[src/rtl/core/rrmu_pkg.sv]
package rrmu_pkg;

  // Field widths of identities and counters.
  localparam int ID_BITS      = 16;
  localparam int DEPTH_BITS   = 16;
  localparam int WAITER_BITS  = 16;
  localparam int CFG_DATA_BITS = 2;

  typedef enum logic [2:0] {
    OP_LOCK        = 3'd0,
    OP_TRYLOCK     = 3'd1,
    OP_UNLOCK      = 3'd2,
    OP_CONSISTENT  = 3'd3,
    OP_WAIT_DONE   = 3'd4,
    OP_THREAD_EXIT = 3'd5,
    OP_DESTROY     = 3'd6,
    OP_INIT        = 3'd7
  } op_t;

  typedef enum logic [3:0] {
    ST_OK        = 4'd0,
    ST_WAIT      = 4'd1,
    ST_BUSY      = 4'd2,
    ST_DEADLK    = 4'd3,
    ST_PERM      = 4'd4,
    ST_OWNERDEAD = 4'd5,
    ST_NOTREC    = 4'd6,
    ST_INVAL     = 4'd7,
    ST_AGAIN     = 4'd8
  } status_t;

  typedef enum logic [1:0] {
    RS_CONSISTENT      = 2'd0,
    RS_OWNER_DEAD      = 2'd1,
    RS_NOT_RECOVERABLE = 2'd2
  } robust_t;

  // Mutex type codes; the unused code behaves as normal on lock but checks ownership on unlock.
  localparam logic [1:0] MT_NORMAL    = 2'd0;
  localparam logic [1:0] MT_ERRCHK    = 2'd1;
  localparam logic [1:0] MT_RECURSIVE = 2'd2;

  // Configuration register indexes.
  localparam logic REG_MUTEX_TYPE    = 1'b0;
  localparam logic REG_ROBUST_ENABLE = 1'b1;

  typedef struct packed {
    logic [1:0] mutex_type;
    logic       robust_enable;
  } cfg_t;

  typedef struct packed {
    op_t               op;
    logic [ID_BITS-1:0] thread_id;
    logic [ID_BITS-1:0] process_id;
  } req_t;

  typedef struct packed {
    status_t status;
    logic    wake_one;
  } result_t;

  typedef struct packed {
    logic                   owner_valid;
    logic [ID_BITS-1:0]     owner_thread;
    logic [ID_BITS-1:0]     owner_process;
    logic                   owner_exited;
    logic [DEPTH_BITS-1:0]  hold_depth;
    logic [WAITER_BITS-1:0] waiter_count;
    robust_t                robust_status;
    logic                   destroyed;
  } state_t;

endpackage

[src/rtl/core/rrmu_if.sv]
interface rrmu_req_if;
  import rrmu_pkg::*;

  logic               valid;
  logic               ready;
  logic [2:0]         op;
  logic [ID_BITS-1:0] thread_id;
  logic [ID_BITS-1:0] process_id;

  modport source (output valid, output op, output thread_id, output process_id, input ready);
  modport sink   (input valid, input op, input thread_id, input process_id, output ready);
endinterface

interface rrmu_rsp_if;
  logic       valid;
  logic       ready;
  logic [3:0] status;
  logic       wake_one;

  modport source (output valid, output status, output wake_one, input ready);
  modport sink   (input valid, input status, input wake_one, output ready);
endinterface

[src/rtl/core/rrmu_decide.sv]
module rrmu_decide (
  input  rrmu_pkg::req_t    req,
  input  rrmu_pkg::state_t  cur,
  input  rrmu_pkg::cfg_t    cfg,
  output rrmu_pkg::state_t  nxt,
  output rrmu_pkg::result_t res
);
  import rrmu_pkg::*;

  logic robust;
  logic is_owner;
  logic trylock_req;

  assign robust      = cfg.robust_enable;
  assign is_owner    = cur.owner_valid && (cur.owner_thread == req.thread_id) &&
                       (cur.owner_process == req.process_id);
  assign trylock_req = (req.op == OP_TRYLOCK);

  always_comb begin
    nxt          = cur;
    res.status   = ST_OK;
    res.wake_one = 1'b0;

    if (req.op == OP_INIT) begin
      nxt = '0;
    end else if (cur.destroyed) begin
      res.status = ST_INVAL;
    end else begin
      case (req.op)
        OP_LOCK, OP_TRYLOCK: begin
          if (robust && cur.owner_valid && (cur.owner_process == req.process_id) &&
              cur.owner_exited) begin
            // The owner died: a thread of the same process takes over.
            nxt.owner_valid   = 1'b1;
            nxt.owner_thread  = req.thread_id;
            nxt.owner_process = req.process_id;
            nxt.owner_exited  = 1'b0;
            nxt.hold_depth    = DEPTH_BITS'(1);
            nxt.robust_status = RS_OWNER_DEAD;
            res.status        = ST_OWNERDEAD;
          end else if (!cur.owner_valid) begin
            if (robust && (cur.robust_status == RS_NOT_RECOVERABLE)) begin
              res.status = ST_NOTREC;
            end else begin
              nxt.owner_valid   = 1'b1;
              nxt.owner_thread  = req.thread_id;
              nxt.owner_process = req.process_id;
              nxt.owner_exited  = 1'b0;
              nxt.hold_depth    = DEPTH_BITS'(1);
              if (robust && (cur.robust_status == RS_OWNER_DEAD)) begin
                res.status = ST_OWNERDEAD;
              end
            end
          end else if (is_owner && (cfg.mutex_type == MT_RECURSIVE)) begin
            if (&cur.hold_depth) begin
              res.status = ST_AGAIN;
            end else begin
              nxt.hold_depth = cur.hold_depth + DEPTH_BITS'(1);
            end
          end else if (trylock_req) begin
            res.status = ST_BUSY;
          end else if (is_owner && (cfg.mutex_type == MT_ERRCHK)) begin
            res.status = ST_DEADLK;
          end else if (&cur.waiter_count) begin
            res.status = ST_AGAIN;
          end else begin
            nxt.waiter_count = cur.waiter_count + WAITER_BITS'(1);
            res.status       = ST_WAIT;
          end
        end
        OP_UNLOCK: begin
          if (!is_owner && ((cfg.mutex_type != MT_NORMAL) || robust)) begin
            res.status = ST_PERM;
          end else if (cur.owner_valid) begin
            if (cur.hold_depth > DEPTH_BITS'(1)) begin
              nxt.hold_depth = cur.hold_depth - DEPTH_BITS'(1);
            end else begin
              if (robust && (cur.robust_status == RS_OWNER_DEAD)) begin
                nxt.robust_status = RS_NOT_RECOVERABLE;
              end
              nxt.owner_valid   = 1'b0;
              nxt.owner_thread  = '0;
              nxt.owner_process = '0;
              nxt.owner_exited  = 1'b0;
              nxt.hold_depth    = '0;
              res.wake_one      = (cur.waiter_count != '0);
            end
          end
        end
        OP_CONSISTENT: begin
          if (robust && is_owner && (cur.robust_status == RS_OWNER_DEAD)) begin
            nxt.robust_status = RS_CONSISTENT;
          end else begin
            res.status = ST_INVAL;
          end
        end
        OP_WAIT_DONE: begin
          if (cur.waiter_count != '0) begin
            nxt.waiter_count = cur.waiter_count - WAITER_BITS'(1);
          end
        end
        OP_THREAD_EXIT: begin
          if (is_owner) begin
            nxt.owner_exited = 1'b1;
            res.wake_one     = robust && (cur.waiter_count != '0);
          end
        end
        default: begin
          // Destroy.
          if (cur.owner_valid || (cur.waiter_count != '0)) begin
            res.status = ST_BUSY;
          end else begin
            nxt.destroyed = 1'b1;
          end
        end
      endcase
    end
  end

endmodule

[src/rtl/core/rrmu_lock_state.sv]
module rrmu_lock_state (
  input  logic             clk,
  input  logic             rst_n,
  input  logic             commit,
  input  rrmu_pkg::state_t state_nxt,
  output rrmu_pkg::state_t lock_state
);
  import rrmu_pkg::*;

  state_t state_r;

  always_ff @(posedge clk) begin
    if (!rst_n) begin
      state_r <= '0;
    end else if (commit) begin
      state_r <= state_nxt;
    end
  end

  assign lock_state = state_r;

endmodule

[src/rtl/core/robust_recursive_mutex_unit.sv]
// Channel   Direction  Contents
// in_ch     sink       op, thread_id, process_id
// out_ch    source     status, wake_one
// cfg_*     write      cfg_we, cfg_index, cfg_data (mutex_type, robust_enable)
//
// One transaction is accepted every cycle while in_ch.ready is high; its result passes from the
// input register through the decision stage into the output register when that is free, then onto out_ch.
// The rate is set by the single decision stage that reads and updates the lock state.
// Reset is synchronous on rst_n low and clears the lock state, the configuration and both valids.
// A stalled result holds in the output register while one more request waits in the
// input register; in_ch.ready drops only when both are full and out_ch.ready is low.
module robust_recursive_mutex_unit (
  input  logic                               clk,
  input  logic                               rst_n,
  rrmu_req_if.sink                           in_ch,
  rrmu_rsp_if.source                         out_ch,
  input  logic                               cfg_we,
  input  logic                               cfg_index,
  input  logic [rrmu_pkg::CFG_DATA_BITS-1:0] cfg_data
);
  import rrmu_pkg::*;

  // Configuration registers, to be written only while the unit is idle; the block does not enforce it.
  cfg_t cfg_r;

  always_ff @(posedge clk) begin
    if (!rst_n) begin
      cfg_r <= '0;
    end else if (cfg_we) begin
      case (cfg_index)
        REG_MUTEX_TYPE:    cfg_r.mutex_type    <= cfg_data;
        REG_ROBUST_ENABLE: cfg_r.robust_enable <= cfg_data[0];
        default: ;
      endcase
    end
  end

  // Input register. The pipeline moves forward whenever the output register is free or is
  // being drained in this cycle.
  logic    in_v_r;
  req_t    in_req_r;
  logic    out_v_r;
  result_t out_res_r;
  logic    advance;
  logic    commit;

  assign advance     = !out_v_r || out_ch.ready;
  assign commit      = in_v_r && advance;
  assign in_ch.ready = !in_v_r || advance;

  always_ff @(posedge clk) begin
    if (!rst_n) begin
      in_v_r <= 1'b0;
    end else if (in_ch.ready) begin
      in_v_r <= in_ch.valid;
    end
  end

  always_ff @(posedge clk) begin
    if (in_ch.valid && in_ch.ready) begin
      in_req_r.op         <= op_t'(in_ch.op);
      in_req_r.thread_id  <= in_ch.thread_id;
      in_req_r.process_id <= in_ch.process_id;
    end
  end

  // Decision stage: the registered request meets the current lock state. The state is
  // updated in the same cycle that the result is captured, so the next request already
  // sees it.
  state_t  lock_state;
  state_t  state_nxt;
  result_t res_nxt;

  rrmu_decide u_decide (
    .req (in_req_r),
    .cur (lock_state),
    .cfg (cfg_r),
    .nxt (state_nxt),
    .res (res_nxt)
  );

  rrmu_lock_state u_lock_state (
    .clk        (clk),
    .rst_n      (rst_n),
    .commit     (commit),
    .state_nxt  (state_nxt),
    .lock_state (lock_state)
  );

  // Output register.
  always_ff @(posedge clk) begin
    if (!rst_n) begin
      out_v_r <= 1'b0;
    end else if (advance) begin
      out_v_r <= in_v_r;
    end
  end

  always_ff @(posedge clk) begin
    if (commit) begin
      out_res_r <= res_nxt;
    end
  end

  assign out_ch.valid    = out_v_r;
  assign out_ch.status   = out_res_r.status;
  assign out_ch.wake_one = out_res_r.wake_one;

  // A committed request always leaves a result behind in the next cycle.
  assert property (@(posedge clk) disable iff (!rst_n) commit |=> out_v_r)
    else $error("committed request produced no result");

  // The hold depth is nonzero exactly while the mutex has an owner.
  assert property (@(posedge clk) disable iff (!rst_n)
    lock_state.owner_valid == (lock_state.hold_depth != '0))
    else $error("hold depth disagrees with ownership");

  // Only init brings a destroyed mutex back.
  assert property (@(posedge clk) disable iff (!rst_n)
    lock_state.destroyed && !(commit && (in_req_r.op == OP_INIT)) |=> lock_state.destroyed)
    else $error("destroyed mutex revived without init");

  // A wake is only ever signaled with a successful status.
  assert property (@(posedge clk) disable iff (!rst_n)
    out_v_r && out_res_r.wake_one |-> out_res_r.status == ST_OK)
    else $error("wake raised on a failing request");

endmodule
[src/flat_wrapper.sv]
// flat-port wrapper written by rule: the top's interface ports become plain ports
module robust_recursive_mutex_unit_flat import rrmu_pkg::*;
  (clk, rst_n, cfg_we, cfg_index, cfg_data, in_ch_valid, in_ch_op, in_ch_thread_id, in_ch_process_id, in_ch_ready, out_ch_valid, out_ch_status, out_ch_wake_one, out_ch_ready);
  rrmu_req_if in_ch_i ();
  rrmu_rsp_if out_ch_i ();
  input  logic clk;
  input  logic rst_n;
  input  logic cfg_we;
  input  logic cfg_index;
  input  logic [rrmu_pkg::CFG_DATA_BITS-1:0] cfg_data;
  input wire logic [$bits(in_ch_i.valid)-1:0] in_ch_valid;
  input wire logic [$bits(in_ch_i.op)-1:0] in_ch_op;
  input wire logic [$bits(in_ch_i.thread_id)-1:0] in_ch_thread_id;
  input wire logic [$bits(in_ch_i.process_id)-1:0] in_ch_process_id;
  output wire logic [$bits(in_ch_i.ready)-1:0] in_ch_ready;
  output wire logic [$bits(out_ch_i.valid)-1:0] out_ch_valid;
  output wire logic [$bits(out_ch_i.status)-1:0] out_ch_status;
  output wire logic [$bits(out_ch_i.wake_one)-1:0] out_ch_wake_one;
  input wire logic [$bits(out_ch_i.ready)-1:0] out_ch_ready;
  assign in_ch_i.valid = in_ch_valid;
  assign in_ch_i.op = in_ch_op;
  assign in_ch_i.thread_id = in_ch_thread_id;
  assign in_ch_i.process_id = in_ch_process_id;
  assign in_ch_ready = in_ch_i.ready;
  assign out_ch_valid = out_ch_i.valid;
  assign out_ch_status = out_ch_i.status;
  assign out_ch_wake_one = out_ch_i.wake_one;
  assign out_ch_i.ready = out_ch_ready;
  robust_recursive_mutex_unit u_core (.clk(clk), .rst_n(rst_n), .in_ch(in_ch_i), .out_ch(out_ch_i), .cfg_we(cfg_we), .cfg_index(cfg_index), .cfg_data(cfg_data));
endmodule
[config.mk]
export PLATFORM = sky130hd
export DESIGN_NAME = robust_recursive_mutex_unit_flat
export DESIGN_NICKNAME = d
export VERILOG_FILES = /design/src/rtl/core/rrmu_pkg.sv /design/src/rtl/core/rrmu_if.sv /design/src/rtl/core/rrmu_decide.sv /design/src/rtl/core/rrmu_lock_state.sv /design/src/rtl/core/robust_recursive_mutex_unit.sv /design/src/flat_wrapper.sv
export SDC_FILE = /design/constraint.sdc
export NUM_CORES = 1
export LEC_CHECK = 0
export BUFFER_PORTS_ARGS = -buffer_cell sky130_fd_sc_hd__buf_2
export CAP_MARGIN = 40
export CELL_PAD_IN_SITES_DETAIL_PLACEMENT = 0
export CELL_PAD_IN_SITES_GLOBAL_PLACEMENT = 2
export CORE_MARGIN = 10
export CORE_UTILIZATION = 41
export DETAILED_ROUTE_END_ITERATION = 8
export GPL_TIMING_DRIVEN = 0
export PLACE_DENSITY_LB_ADDON = 0.05
export SLEW_MARGIN = 15
export SYNTH_ARGS = -nofsm -noshare
export SYNTH_HDL_FRONTEND = slang
export SYNTH_HIERARCHICAL = 1
export SYNTH_SLANG_ARGS = --single-unit
[constraint.sdc]
create_clock -name clk -period 5.7 [get_ports clk]
set_input_delay 1.425 -clock clk [delete_from_list [all_inputs] [get_ports clk]]
set_output_delay 1.425 -clock clk [all_outputs]
set_load 0.005 [all_outputs]
* Yosys cells after proc, flatten, opt, wreduce, memory -nomap -nowiden *
Index checks and enable logic that the tools add are counted.

word-level totals
  register bits after elaboration = 114
  bits in latches = 0
  bits in writable memories = 0
  ROM bits = 0
  word-level logic and storage cells = 151
  memories kept = 0

operators by class
  $add $sub $neg = 4
  multipliers = 0
  div/mod/pow operators = 0
  order comparisons = 1
  equality and inequality tests = 32
  shifts and indexed selects = 0
  multiplexer cells = 52
  bitwise operators = 1
  reductions and logical operators = 43

operator list
  operator                 number
  $mux W50                 4
  $mux W16                 11
  $mux W69                 2
  $mux W34                 2
  $pmux W33 S2             1
  $pmux W16 S2             2
  $ne A3 B3 Y1 const B     14
  $add A16 B1 Y16 const B  2
  $eq A16 B16 Y1           2
  $reduce_and A16 Y1       2
  $sub A16 B1 Y16 const B  2
  $mux W4                  7
  $reduce_and A9 Y1        2
  $gt A16 B1 Y1 const B    1
  $pmux W4 S4              1
  $reduce_and A8 Y1        2
  $reduce_bool A16 Y1      1
  $logic_and A1 B1 Y1      15
  $mux W3                  5
  $ne A5 B5 Y1 const B     3
  $mux W2                  7
  $reduce_and A10 Y1       1
  $eq A3 B3 Y1 const B     3
  $ne A4 B4 Y1 const B     2
  other kinds (20)         39

* Logic depth before layout (Yosys ltp) *
Gate-level depths: netlist of run 1.

  depth in word-level cells = 12
  mapped depth = 13
  gate-level depth less buffers = 11

* Cells and area by module *
The synthesis of run 1 kept the hierarchy.

by module, submodules not included
  module                       times used  cells an instance  area each (um^2)  sequential area each (um^2)
  rrmu_decide                  1           557                3542.1            0.0
  rrmu_lock_state              1           222                2607.5            1381.3
  robust_recursive_mutex_unit  1           62                 1426.4            1301.2

* Worst setup path after synthesis of run 1 *
Ideal clock, no wire load.

  path kind = in2reg
  start = input port out_ch_ready
  end = register u_core/in_req_r[0] (netlist bit), enable pin
  library setup time = 0.439 ns
  arrival = 3.208 ns
  required time = 5.261 ns
  setup slack = 2.053 ns
  stages = 2
  path buffers = 0
  cell sequence = nor2b_4 -> a21oi_1

on the way
  cells in the longest elaborated chain, start to end = 3

RTL lines
  item                 line                               RTL
  start, declared      flat_wrapper.sv:19                 input wire logic [$bits(out_ch_i.ready)-1:0] out_ch_ready;
  $logic_or A1 B1 Y1   robust_recursive_mutex_unit.sv:47  assign advance = !out_v_r || out_ch.ready;
  $logic_or A1 B1 Y1   robust_recursive_mutex_unit.sv:49  assign in_ch.ready = !in_v_r || advance;
  $logic_and A1 B1 Y1  robust_recursive_mutex_unit.sv:60  if (in_ch.valid && in_ch.ready) begin
  end, declared        robust_recursive_mutex_unit.sv:41  req_t in_req_r;

No other way between the ends.
A chain may end at the register's enable or synchronous reset.

==> metrics.md, run 1 <==
| Metric | Value |
|---|---|
| Footprint of the flip-flops and latches | 2680 um2 |
| Detailed Place HPWL | 16.5 mm |
| Antenna violation net count after detailed routing | 0 |
| Number of enable flip-flop cells after synthesis | 40 |
| Setup repair after global routing missed its margin | no |
| Hold violation total from the final report | 0 |
| Number of buffers inserted during clock tree synthesis | 17 |
| Final #Nets | 959 |
| Cell count after synthesis | 841 |
| Max Cap Viol | 0 |
| Hold path cells | 2 |
| Maximum vdd drop | 0.209 mV |
| Most common library cell in the layout ignoring fill and taps | mux2i_1 |
| Number of setup violations in the final report | 0 |
| Top_reg_cell synth | dfxtp_1 |
| Startpoint of the most critical hold path | u_core/u_lock_state/lock_state[29] |
| Highest clock rate | 0.296 GHz |
| Max clock buf depth | 2 |
| Hold buffers post-CTS | 0 |
| Number of max-slew violations in the final report | 0 |
| Hold/Removal Path Class | flip-flop to flip-flop |
| Area enclosed by the die boundary | 24300 um2 |
| Worst flop-to-flop path endpoint | u_core/u_lock_state/lock_state[27] |
| Endpoint type of the worst setup path | flip-flop |
| Max-Slew Margin vs Limit | 35.0% |
| Detailed-route vias per instance | 5.96 |
| Startpoint kind of the worst setup timing path | flip-flop |
| Power per cell area | 257 nW/um2 |
| Path depth of the worst reg2reg path | 12 |
| Leakage power | 3.17 nW |
| Global-route wire length before repair | 37.0 mm |
| Required @ worst endpoint | 6.06 ns |
| Antenna diodes | 0 |
| Post-Route Skew | 0.00907 ns |
| Average instance area after synthesis | 9.01 um2 |
| Post-synthesis register bit count | 114 |
| Data arrival, critical path | 3.74 ns |
| Area contributors post-synth | dfxtp_1, edfxtp_1, mux2i_1 |
| Number of design-rule violations left by the first detailed-router iteration | 543 |
| Fin crit share | 59.3% |
| Overflow left after global routing | 0 |
| Fraction of post-synthesis cell area in the top cell type by area | 19.6% |
| Category of the most critical setup path | flip-flop to flip-flop |
| Root Buffer Master | clkbuf_16 |
| Total vias in the final route | 6867 |
| Status | finished clean |
| Post CTS Setup Buffer Count | 0 |
| Final worst path period need | 3.38 ns |
| Antenna violations before repair | 0 |
| Global router's overall resource usage | 19.1% |
| Minimum setup slack among reg-to-reg paths | 2.32 ns |
| Area occupied by multi-input gates | 4510 um2 |
| Warnings, synthesis | 6 |
| Detailed-routing iteration count for the pre-antenna-repair pass | 5 |
| DRC violation count after routing | 0 |
| Number of I/O pins | 50 |
| FILL cells | 1693 |
| Count of input and output buffers | 49 |
| Clock tree from TritonCTS | done |
| Total instance count after detailed placement | 1121 |
| Die extent in y | 156 um |
| Number of sinks driven by the clock tree | 114 |
| Worst reg2reg path startpoint | u_core/u_lock_state/lock_state[19] |
| Net count after synthesis | 889 |
| Commonest cells after routing, fill and taps aside | mux2i_1, dfxtp_1, nor2b_1 |
| Sum of internal, switching and leakage power | 2.25 mW |
| Site Rows | 49 |
| Setup TNS | 0 ns |
| Initial core utilization | 41.9% |
| Share of final-layout standard cells stronger than drive strength 1 | 15.7% |
| Clock edge transition at the registers on the reported setup and hold paths | 0.06 ns |
| Cell taking the most area after synthesis | dfxtp_1 |
| Transition time of the tightest slew-check pin | 0.975 ns |
| Post-synth design cell area | 7580 um2 |
| Wire length per cell after detailed routing | 20.3 um |
| Total Routed Length | 23.4 mm |
| Number of global-route vias before repair | 6811 |
| Async set-reset flop share out of synthesis | 0% |
| Distinct cell type count after synthesis | 88 |
| Pin count of the biggest net entering global routing | 22 |
| Endpoint, Worst Hold | u_core/u_lock_state/lock_state[29] |
| Largest fanout on the critical path | 8 |
| Area of the core | 18100 um2 |
| Fin cells | 1153 |
| Clock latency at the later pin of the worst-skew pair | 0.42 ns |
| RD Place Congestion | 0.900 |
| Area growth from synthesis to final layout | 15.5% |
| Share of synthesized area occupied by flip-flops and latches | 35.4% |
| X dimension of the die | 156 um |
| H-tree Lvls | 4 |
| Quantity of gates resized following cts | 0 |
[synthesized netlist by cell type (5+ instances only)]
| cell type | n |
|---|---|
| edfxtp_1 | 40 |
| inv_1 | 9 |
| nor4_1 | 13 |
| and2_1 | 7 |
| a21oi_1 | 37 |
| nand2_1 | 60 |
| xor2_1 | 19 |
| nand3b_1 | 5 |
| or4_1 | 7 |
| nand3_1 | 34 |
| clkbuf_1 | 27 |
| xnor2_1 | 17 |
| nor3_1 | 26 |
| buf_2 | 18 |
| buf_4 | 8 |
| buf_6 | 7 |
| a32oi_1 | 5 |
| mux2i_1 | 79 |
| nor2b_1 | 71 |
| o31ai_1 | 5 |
| or3_1 | 5 |
| o21ai_0 | 40 |
| dfxtp_1 | 74 |
| a31oi_1 | 14 |
| nor2_1 | 47 |
| and3_1 | 10 |
| a22o_1 | 33 |
| nand4_1 | 21 |
| ha_1 | 5 |
[sequential cells by signal (all words and copies together) (netlist names)]
name                            count
u_core/cfg_r                        3
u_core/in_req_r                    35
u_core/out_ch.valid                 1
u_core/out_ch.status                4
u_core/u_lock_state/lock_state     69
u_core/in_v_r                       1
u_core/out_ch.wake_one              1
[kinds of logic after synthesis]
| kind of cell | count (synthesis) | synth area share, % |
|---|---|---|
| adder cells (fa/ha/maj) | 5 | 0.826 |
| multiplexers | 81 | 10.7 |
| flip-flops | 114 | 35.4 |
| buffers and inverters | 72 | 5.17 |
| AND/OR/NAND/NOR | 339 | 25.6 |
| AO/OA/AOI/OAI | 194 | 18.1 |
| XOR/XNOR | 36 | 4.16 |
[metal layers]
layer	up-vias	wire, um	global-route usage (%)
li1	3290	-	-
met1	3319	10900	25.3
met2	231	10700	30.3
met3	27	1390	4.22
met4	0	336	5.94
met5	-	0	0
[power breakdown]
| part | internal, mW | leakage [nW] | switching (mW) |
|---|---|---|---|
| Clock | 0.657 | 0.286 | 0.447 |
| Combinational | 0.101 | 1.90 | 0.157 |
| Sequential | 0.870 | 0.988 | 0.0209 |
[how the worst max path moves through the flow]
stage / start / end
2_1_floorplan: out_ch_ready / u_core/in_req_r[0]
3_3_place_gp: out_ch_ready / u_core/in_req_r[30]
3_5_place_dp: out_ch_ready / in_ch_ready
4_1_cts: out_ch_ready / in_ch_ready
5_1_grt: u_core/u_lock_state/lock_state[19] / u_core/u_lock_state/lock_state[27]
6_report: u_core/u_lock_state/lock_state[19] / u_core/u_lock_state/lock_state[27]
[per-stage QoR]
| stage | setup WS (ns) | hold WS, ns | area (um2) | utilization (%) |
|---|---|---|---|---|
| 2_1_floorplan | 2.05 | 0.477 | 7580 | - |
| 3_3_place_gp | 1.26 | 0.490 | 8110 | 44.8 |
| 3_5_place_dp | 2.45 | 0.504 | 8150 | 45.1 |
| 4_1_cts | 2.44 | 0.522 | 8750 | 48.4 |
| 5_1_grt | 2.19 | 0.550 | 8750 | 48.4 |
| 6_report | 2.32 | 0.519 | 8750 | 48.4 |
[layout make-up]
| cell class | instances | share of cell area, % |
|---|---|---|
| plain buffers | 63 | 4.09 |
| clock buffers | 17 | 4.86 |
| clock inverters | 15 | 1.96 |
| inverters | 9 | 0.386 |
| multi-input cells | 655 | 51.6 |
| flip-flops and latches | 114 | 30.7 |
| well taps | 229 | 3.28 |
| repair buffers | 51 | 3.18 |
[critical path, stage by stage (launching register included)]
cell	delay, ns
dfxtp_1	0.39
clkbuf_1	0.32
inv_1	0.14
ha_1	0.35
o211ai_1	0.26
nor3_2	0.12
and2_1	0.21
a21oi_1	0.71
nor2_1	0.22
a31oi_1	0.21
o221a_1	0.20
mux2i_1	0.07
nor2b_1	0.11
Power figures use the tool's default switching activity.
==> inputs of run 2 (changes only) <==
--- a/config.mk
+++ b/config.mk
@@ -5,12 +5,13 @@
 export SDC_FILE = /design/constraint.sdc
 export NUM_CORES = 1
 export LEC_CHECK = 0
+export ABC_AREA = 1
 export BUFFER_PORTS_ARGS = -buffer_cell sky130_fd_sc_hd__buf_2
 export CAP_MARGIN = 40
 export CELL_PAD_IN_SITES_DETAIL_PLACEMENT = 0
 export CELL_PAD_IN_SITES_GLOBAL_PLACEMENT = 2
 export CORE_MARGIN = 10
-export CORE_UTILIZATION = 41
+export CORE_UTILIZATION = 30
 export DETAILED_ROUTE_END_ITERATION = 8
 export GPL_TIMING_DRIVEN = 0
 export PLACE_DENSITY_LB_ADDON = 0.05
==> constraint.sdc (replaced) <==
create_clock -name clk -period 2.9 [get_ports clk]
set_input_delay 0.725 -clock clk [delete_from_list [all_inputs] [get_ports clk]]
set_output_delay 0.725 -clock clk [all_outputs]
set_load 0.005 [all_outputs]
==> metrics.md, run 2 <==
| Metric | Value |
|---|---|
| Status | finished clean |
| Required @ worst endpoint | 3.24 ns (-2.82 ns) |
| Number of flip-flops in the largest register | 69 (unchanged) |
| Sum of internal, switching and leakage power | 5.45 mW (+140%) |
| Hold violation total from the final report | 0 (unchanged) |
| DRC violation count after routing | 0 (unchanged) |
| Global-route wire length before repair | 56.2 mm (+52%) |
| Area of the core | 30700 um2 (+70%) |
| Part of the power in registers | 34.4% (-5.2 points) |
| Root Buffer Master | clkbuf_16 |
| Wire length per cell after detailed routing | 17.4 um (-14%) |
| Area growth from synthesis to final layout | 15.1% |
| Worst reg2reg path startpoint | u_core/in_req_r[34] |
| Top cell types by occurrence after synthesis | nand2_1, nor2_1, inv_1 |
| Data arrival, critical path | 3.06 ns (-0.68 ns) |
| Hold path cells | 1 (-1) |
| Total Routed Length | 35.9 mm (+54%) |
| Leading cell type by number of instances after synthesis | nand2_1 |
| Final worst path period need | 2.71 ns (-0.667 ns) |
| Commonest cells after routing, fill and taps aside | nand2_1, nor2_1, inv_1 |
| Post-place instance area | 10200 um2 (+25%) |
| Site Rows | 64 (+31%) |
| Max Cap Viol | 0 (unchanged) |
| Endpoint, Worst Hold | u_core/in_req_r[0] |
| Number of max-slew violations in the final report | 0 (unchanged) |
| Clock Power Share | 39.8% (-9.2 points) |
| Area contributors post-synth | nand2_1, dfxtp_1, edfxtp_1 |
| Category of the most critical setup path | flip-flop to flip-flop |
| Number of buffers inserted during clock tree synthesis | 17 (unchanged) |
| RD Place Congestion | 0.902 (+0.16%) |
| Fin crit share | 93.5% (+34 points) |
| Internal | 3.51 mW (+120%) |
| Detailed-route vias per instance | 4.83 (-19%) |
| Share of final-layout standard cells stronger than drive strength 1 | 11.5% (-4.2 points) |
| Transition time of the tightest slew-check pin | 0.816 ns (-0.159 ns) |
| Pin count of the biggest net entering global routing | 36 (+64%) |
| Power per cell area | 503 nW/um2 (+95%) |
| Clock edge transition at the registers on the reported setup and hold paths | 0.07 ns (about the same) |
| Startpoint kind of the worst setup timing path | flip-flop |
| Clock tree from TritonCTS | done |
| Area enclosed by the die boundary | 38800 um2 (+60%) |
| Detailed Place HPWL | 26.5 mm (+61%) |
| Count of input and output buffers | 49 (unchanged) |
| Number of global-route vias before repair | 9727 (+43%) |
| Clock latency at the later pin of the worst-skew pair | 0.45 ns (+0.03 ns) |
| Hold buffers post-CTS | 0 (unchanged) |
| Total non-filler cell area in the finished layout | 10800 um2 (+24%) |
| Number of setup violations in the final report | 0 (unchanged) |
| Leakage power | 4.90 nW (+54%) |
| Warnings, synthesis | 6 (unchanged) |
| Antenna diodes | 0 (unchanged) |
| Combinational share of power | 25.8% (+14 points) |
| Fraction of post-synthesis cell area in the top cell type by area | 16.6% (-3.0 points) |
| Overflow left after global routing | 0 (unchanged) |
| Cell count after synthesis | 1583 (+88%) |
| Die extent in y | 197 um (+26%) |
| Number of design-rule violations left by the first detailed-router iteration | 609 (+12%) |
| Worst flop-to-flop path endpoint | u_core/u_lock_state/lock_state[27] |
| Initial core utilization | 30.6% (-11 points) |
| Number of I/O pins | 50 (unchanged) |
| Max clock buf depth | 2 (unchanged) |
| Final #Nets | 1703 (+78%) |
| Number of enable flip-flop cells after synthesis | 40 (unchanged) |
| Number of sinks driven by the clock tree | 114 (unchanged) |
| Endpoint type of the worst setup path | flip-flop |
| Minimum setup slack among reg-to-reg paths | 0.19 ns (-2.13 ns) |
| Detailed-routing iteration count for the pre-antenna-repair pass | 5 (unchanged) |
| Antenna violations before repair | 0 (unchanged) |
| Setup repair after global routing missed its margin | yes |
| Share of synthesized area occupied by flip-flops and latches | 28.5% (-6.9 points) |
| Highest clock rate | 0.369 GHz (+25%) |
| Max-Slew Margin vs Limit | 45.1% (+10 points) |
| Largest fanout on the critical path | 10 (+2) |
| Startpoint of the most critical hold path | in_ch_process_id[0] |
| Path depth of the worst reg2reg path | 13 (+1) |
| Total vias in the final route | 9967 (+45%) |
| Post-synthesis register bit count | 114 (unchanged) |
| Top_reg_cell synth | dfxtp_1 |
| Net count after synthesis | 1631 (+83%) |
| Maximum vdd drop | 0.454 mV (+120%) |
| Antenna violation net count after detailed routing | 0 (unchanged) |
| Distinct cell type count after synthesis | 47 (-47%) |
| Global router's overall resource usage | 18.6% (-0.49 points) |
| Hold/Removal Path Class | input pin to flip-flop |
| Average instance area after synthesis | 5.94 um2 (-34%) |
| X dimension of the die | 197 um (+26%) |
| Hold slack | 0.451 ns (-0.0685 ns) |
| Switching power | 1.94 mW (+210%) |
| Cell taking the most area after synthesis | nand2_1 |
| Post-Route Skew | 0.0114 ns (+0.00233 ns) |
| Post-synth design cell area | 9410 um2 (+24%) |
| H-tree Lvls | 4 (unchanged) |
| Switching share of total power | 35.6% (+7.9 points) |
| Most common library cell in the layout ignoring fill and taps | nand2_1 |
| Async set-reset flop share out of synthesis | 0% (unchanged) |
-- run 2: cell types whose count changed in the layout (fill, tap and decap cells not counted), moves of 16 or more --
cell	delta
nor2_1	+204
a21oi_1	+66
inv_1	+215
o21ai_0	+78
a22o_1	-33
nor2b_1	-71
a31oi_1	+23
xnor2_1	-16
mux2i_1	-79
nand3_1	+37
nand2_1	+355
-- run 2: layout make-up --
class,instances,area (um2)
clock buffer,18,429
sequential,114,2680
buffer,84,495
tap,396,495
multi-input combinational,1150,5390
clock inverter,14,155
inverter,235,892
fill,3538,19900
timing repair buffer,53,283
-- run 2: power groups by stage --
stage / Combinational [mW] / Clock [mW] / Sequential [mW]
after floorplan: 0.992 / 0 / 1.87
after detailed placement: 1.39 / 0 / 1.91
after CTS: 1.40 / 2.25 / 1.87
after global placement: 1.38 / 0 / 1.91
after global routing: 1.60 / 2.31 / 1.89
final: 1.41 / 2.17 / 1.87
-- run 2: through the flow --
step / util, % / instances / setup TNS [ns] / setup WS, ns
finish: 35.2 / 2064 / 0 / 0.188
global route: 35.2 / 2064 / -0.0505 / -0.0393
CTS: 35.0 / 2062 / 0 / 0.00503
detailed placement: 33.1 / 2030 / -4.78 / -0.326
global placement: 33.0 / 2028 / -5.41 / -0.322
floorplan: - / 1583 / 0 / 0.744
-- run 2: repair_timing --
action,in CTS,in global routing
pin swaps,0,1
buffers inserted,0,2
setup endpoints to repair,26,60
gates resized for setup,4,20
-- run 2: kinds of logic after synthesis --
logic type / count (synthesis) / share of synthesized area (%)
buffers and inverters: 319 / 14.6
DFF: 114 / 28.5
AOI/OAI and AO/OA: 292 / 16.9
adders and majority gates: 5 / 0.665
and+or+nand+nor: 823 / 36.5
xor gates and xnor gates: 30 / 2.79
-- run 2: how the worst max path moves through the flow --
stage	start	endpoint	slack, ns	cells after the start
floorplan	u_core/u_lock_state/lock_state[19]	u_core/u_lock_state/lock_state[28]	0.74	20
finish	u_core/in_req_r[34]	u_core/u_lock_state/lock_state[27]	0.19	13
global route	u_core/in_req_r[34]	u_core/u_lock_state/lock_state[53]	-0.04	15
global placement	u_core/in_req_r[34]	u_core/u_lock_state/lock_state[29]	-0.32	12
detailed placement	u_core/in_req_r[34]	u_core/u_lock_state/lock_state[29]	-0.33	12
CTS	u_core/cfg_r[0]	u_core/u_lock_state/lock_state[53]	0.005	15
-- run 2: routing by layer --
layer  vias to the layer above  share of wire, %  GRT usage (%)  wire length, um
met5                         -                 0              0                0
met4                         0               1.0           3.65              374
met3                        22               3.4           3.17             1230
met2                       159                46           30.7            16600
met1                      4602                49           25.0            17700
li1                       5184                 -              -                -
-- run 2: worst max-delay path, cell delays in order (launching register included) --
cell	delay, ns
edfxtp_1	0.40
buf_2	0.20
nor2_1	0.22
nand2_1	0.36
clkinvlp_4	0.39
buf_1	0.41
buf_8	0.22
nand3_1	0.09
nand2_1	0.06
inv_1	0.06
inv_1	0.05
nand2_1	0.04
nand2_1	0.05
nor2_1	0.04
==> inputs of run 3 (changes only) <==
--- a/config.mk
+++ b/config.mk
@@ -10,11 +10,13 @@
 export CAP_MARGIN = 40
 export CELL_PAD_IN_SITES_DETAIL_PLACEMENT = 0
 export CELL_PAD_IN_SITES_GLOBAL_PLACEMENT = 2
+export CORE_ASPECT_RATIO = 2
 export CORE_MARGIN = 10
 export CORE_UTILIZATION = 30
 export DETAILED_ROUTE_END_ITERATION = 8
 export GPL_TIMING_DRIVEN = 0
 export PLACE_DENSITY_LB_ADDON = 0.05
+export SKIP_CTS_REPAIR_TIMING = 1
 export SLEW_MARGIN = 15
 export SYNTH_ARGS = -nofsm -noshare
 export SYNTH_HDL_FRONTEND = slang
==> metrics.md, run 3 (synthesis results as in run 2) <==
| Metric | Value |
|---|---|
| Clock latency at the later pin of the worst-skew pair | 0.45 ns (about the same) |
| Number of design-rule violations left by the first detailed-router iteration | 482 (-21%) |
| Leakage power | 4.90 nW (+0.13%) |
| Site Rows | 91 (+42%) |
| Hold/Removal Path Class | input pin to flip-flop |
| Final worst path period need | 2.77 ns (+0.0613 ns) |
| FILL cells | 3534 (-0.11%) |
| Endpoint type of the worst setup path | flip-flop |
| Number of setup violations in the final report | 0 (unchanged) |
| Status | finished clean |
| Clock tree from TritonCTS | done |
| Power per cell area | 504 nW/um2 (+0.11%) |
| Detailed-route vias per instance | 4.85 (+0.36%) |
| Maximum vdd drop | 0.424 mV (-6.6%) |
| H-tree Lvls | 4 (unchanged) |
| Antenna diodes | 0 (unchanged) |
| Clock edge transition at the registers on the reported setup and hold paths | 0.07 ns (about the same) |
| Detailed-routing iteration count for the pre-antenna-repair pass | 7 (+2) |
| DRC violation count after routing | 0 (unchanged) |
| Area growth from synthesis to final layout | 15.7% |
| Number of max-slew violations in the final report | 0 (unchanged) |
| Root Buffer Master | clkbuf_16 |
| Setup TNS | 0 ns (unchanged) |
| Global router's overall resource usage | 19.2% (+0.55 points) |
| Hold slack | 0.447 ns (-0.00413 ns) |
| Highest clock rate | 0.361 GHz (-2.2%) |
| Hold violation total from the final report | 0 (unchanged) |
| Transition time of the tightest slew-check pin | 0.815 ns (-0.00189 ns) |
| Global-route wire length before repair | 58.4 mm (+3.9%) |
| Final #Nets | 1704 (+0.059%) |
| Post-Route Skew | 0.0139 ns (+0.00251 ns) |
| Overflow left after global routing | 0 (unchanged) |
| Category of the most critical setup path | flip-flop to flip-flop |
| RD Place Congestion | 0.921 (+2.1%) |
| Largest fanout on the critical path | 10 (unchanged) |
| CP Launch Point | u_core/in_req_r[33] |
| Area of the core | 30900 um2 (+0.35%) |
| Setup repair after global routing missed its margin | no |
| Startpoint of the most critical hold path | in_ch_thread_id[7] |
| Antenna violation net count after detailed routing | 0 (unchanged) |
| Commonest cells after routing, fill and taps aside | nand2_1, nor2_1, inv_1 |
| Number of I/O pins | 50 (unchanged) |
| Max-Slew Margin vs Limit | 45.2% (+0.13 points) |
| Initial core utilization | 30.5% (-0.11 points) |
| Pin count of the biggest net entering global routing | 36 (unchanged) |
| Share of final-layout standard cells stronger than drive strength 1 | 11.6% (+0.11 points) |
| Startpoint kind of the worst setup timing path | flip-flop |
| Die extent in y | 270 um (+37%) |
| Number of buffers inserted during clock tree synthesis | 17 (unchanged) |
| Detailed Place HPWL | 29.3 mm (+11%) |
| Worst reg2reg path startpoint | u_core/in_req_r[33] |
| Max Cap Viol | 0 (unchanged) |
| Antenna violations before repair | 0 (unchanged) |
| Area enclosed by the die boundary | 39300 um2 (+1.1%) |
| Number of flip-flops in the largest register | 69 (unchanged) |
| Wire length per cell after detailed routing | 18.4 um (+5.5%) |
| X dimension of the die | 145 um (-26%) |
| Number of global-route vias before repair | 10000 (+3.0%) |
| Total Routed Length | 38.3 mm (+6.6%) |
| Fin crit share | 95.6% (+2.1 points) |
| Required @ worst endpoint | 3.28 ns (+0.04 ns) |
| Number of sinks driven by the clock tree | 114 (unchanged) |
| Total vias in the final route | 10100 (+1.5%) |
| Data arrival, critical path | 3.16 ns (+0.10 ns) |
| Count of input and output buffers | 49 (unchanged) |
| Max clock buf depth | 2 (unchanged) |
| Most common library cell in the layout ignoring fill and taps | nand2_1 |
[run 3: changes by cell type in the layout (fill, tap and decap cells not counted), moves of 3 or more]
cell      previous run  this run
clkinv_4             3         0
inv_6                3         6
nor2_2               7         4
nor2_4               3         6
nor3_2               7         4
[run 3: final timing paths]
path	slack, ns	end	cells after the start
worst max-delay path	0.13	u_core/u_lock_state/lock_state[1]	10
worst min-delay path	0.45	u_core/in_req_r[23]	1
worst max register to register	0.13	u_core/u_lock_state/lock_state[1]	10
worst min register to register	0.46	u_core/cfg_r[0]	2
[run 3: final cells by class]
class | instances | area, um2 | area share [%]
Multi-Input combinational cell | 1150 | 5410 | 49.7
Sequential cell | 114 | 2680 | 24.6
Inverter | 235 | 893 | 8.21
Tap cell | 418 | 523 | 4.81
Buffer | 84 | 495 | 4.55
Clock buffer | 18 | 439 | 4.04
Timing Repair Buffer | 54 | 299 | 2.75
Clock inverter | 14 | 143 | 1.31
[run 3: critical path: stages, from the launching register on]
cell,delay (ns)
edfxtp_1,0.34
buf_2,0.23
inv_1,0.12
nor3_2,0.56
clkbuf_1,0.66
o21ai_0,0.25
a31oi_1,0.28
inv_1,0.07
nand2_1,0.06
nand2_1,0.05
nor2_1,0.08
[run 3: routing by layer]
layer  up-vias  track usage, %  wire (um)
li1       5187               -          -
met1      4645            19.1      14500
met2       216            37.7      21200
met3        66            2.97       1110
met4         0            8.15       1470
met5         -               0          0
[run 3: where the power goes]
part	internal [mW]	switching [mW]	leakage, nW
combinational	0.464	0.975	3.63
clock	1.23	0.942	0.271
sequential	1.77	0.102	1.00
total	3.46	2.02	4.90
[run 3: metrics by stage]
stage                     util, %  power [mW]  std cells  instance area, um2  worst slack, ns
after floorplan                 -        2.87       1583                9410            0.744
after global placement       33.0        3.32       2050               10200           -0.507
after detailed placement     33.1        3.33       2052               10200           -0.437
after CTS                    34.9        5.56       2084               10800           -0.460
after global routing         35.3        5.81       2087               10900           0.0160
final                        35.3        5.48       2087               10900            0.127
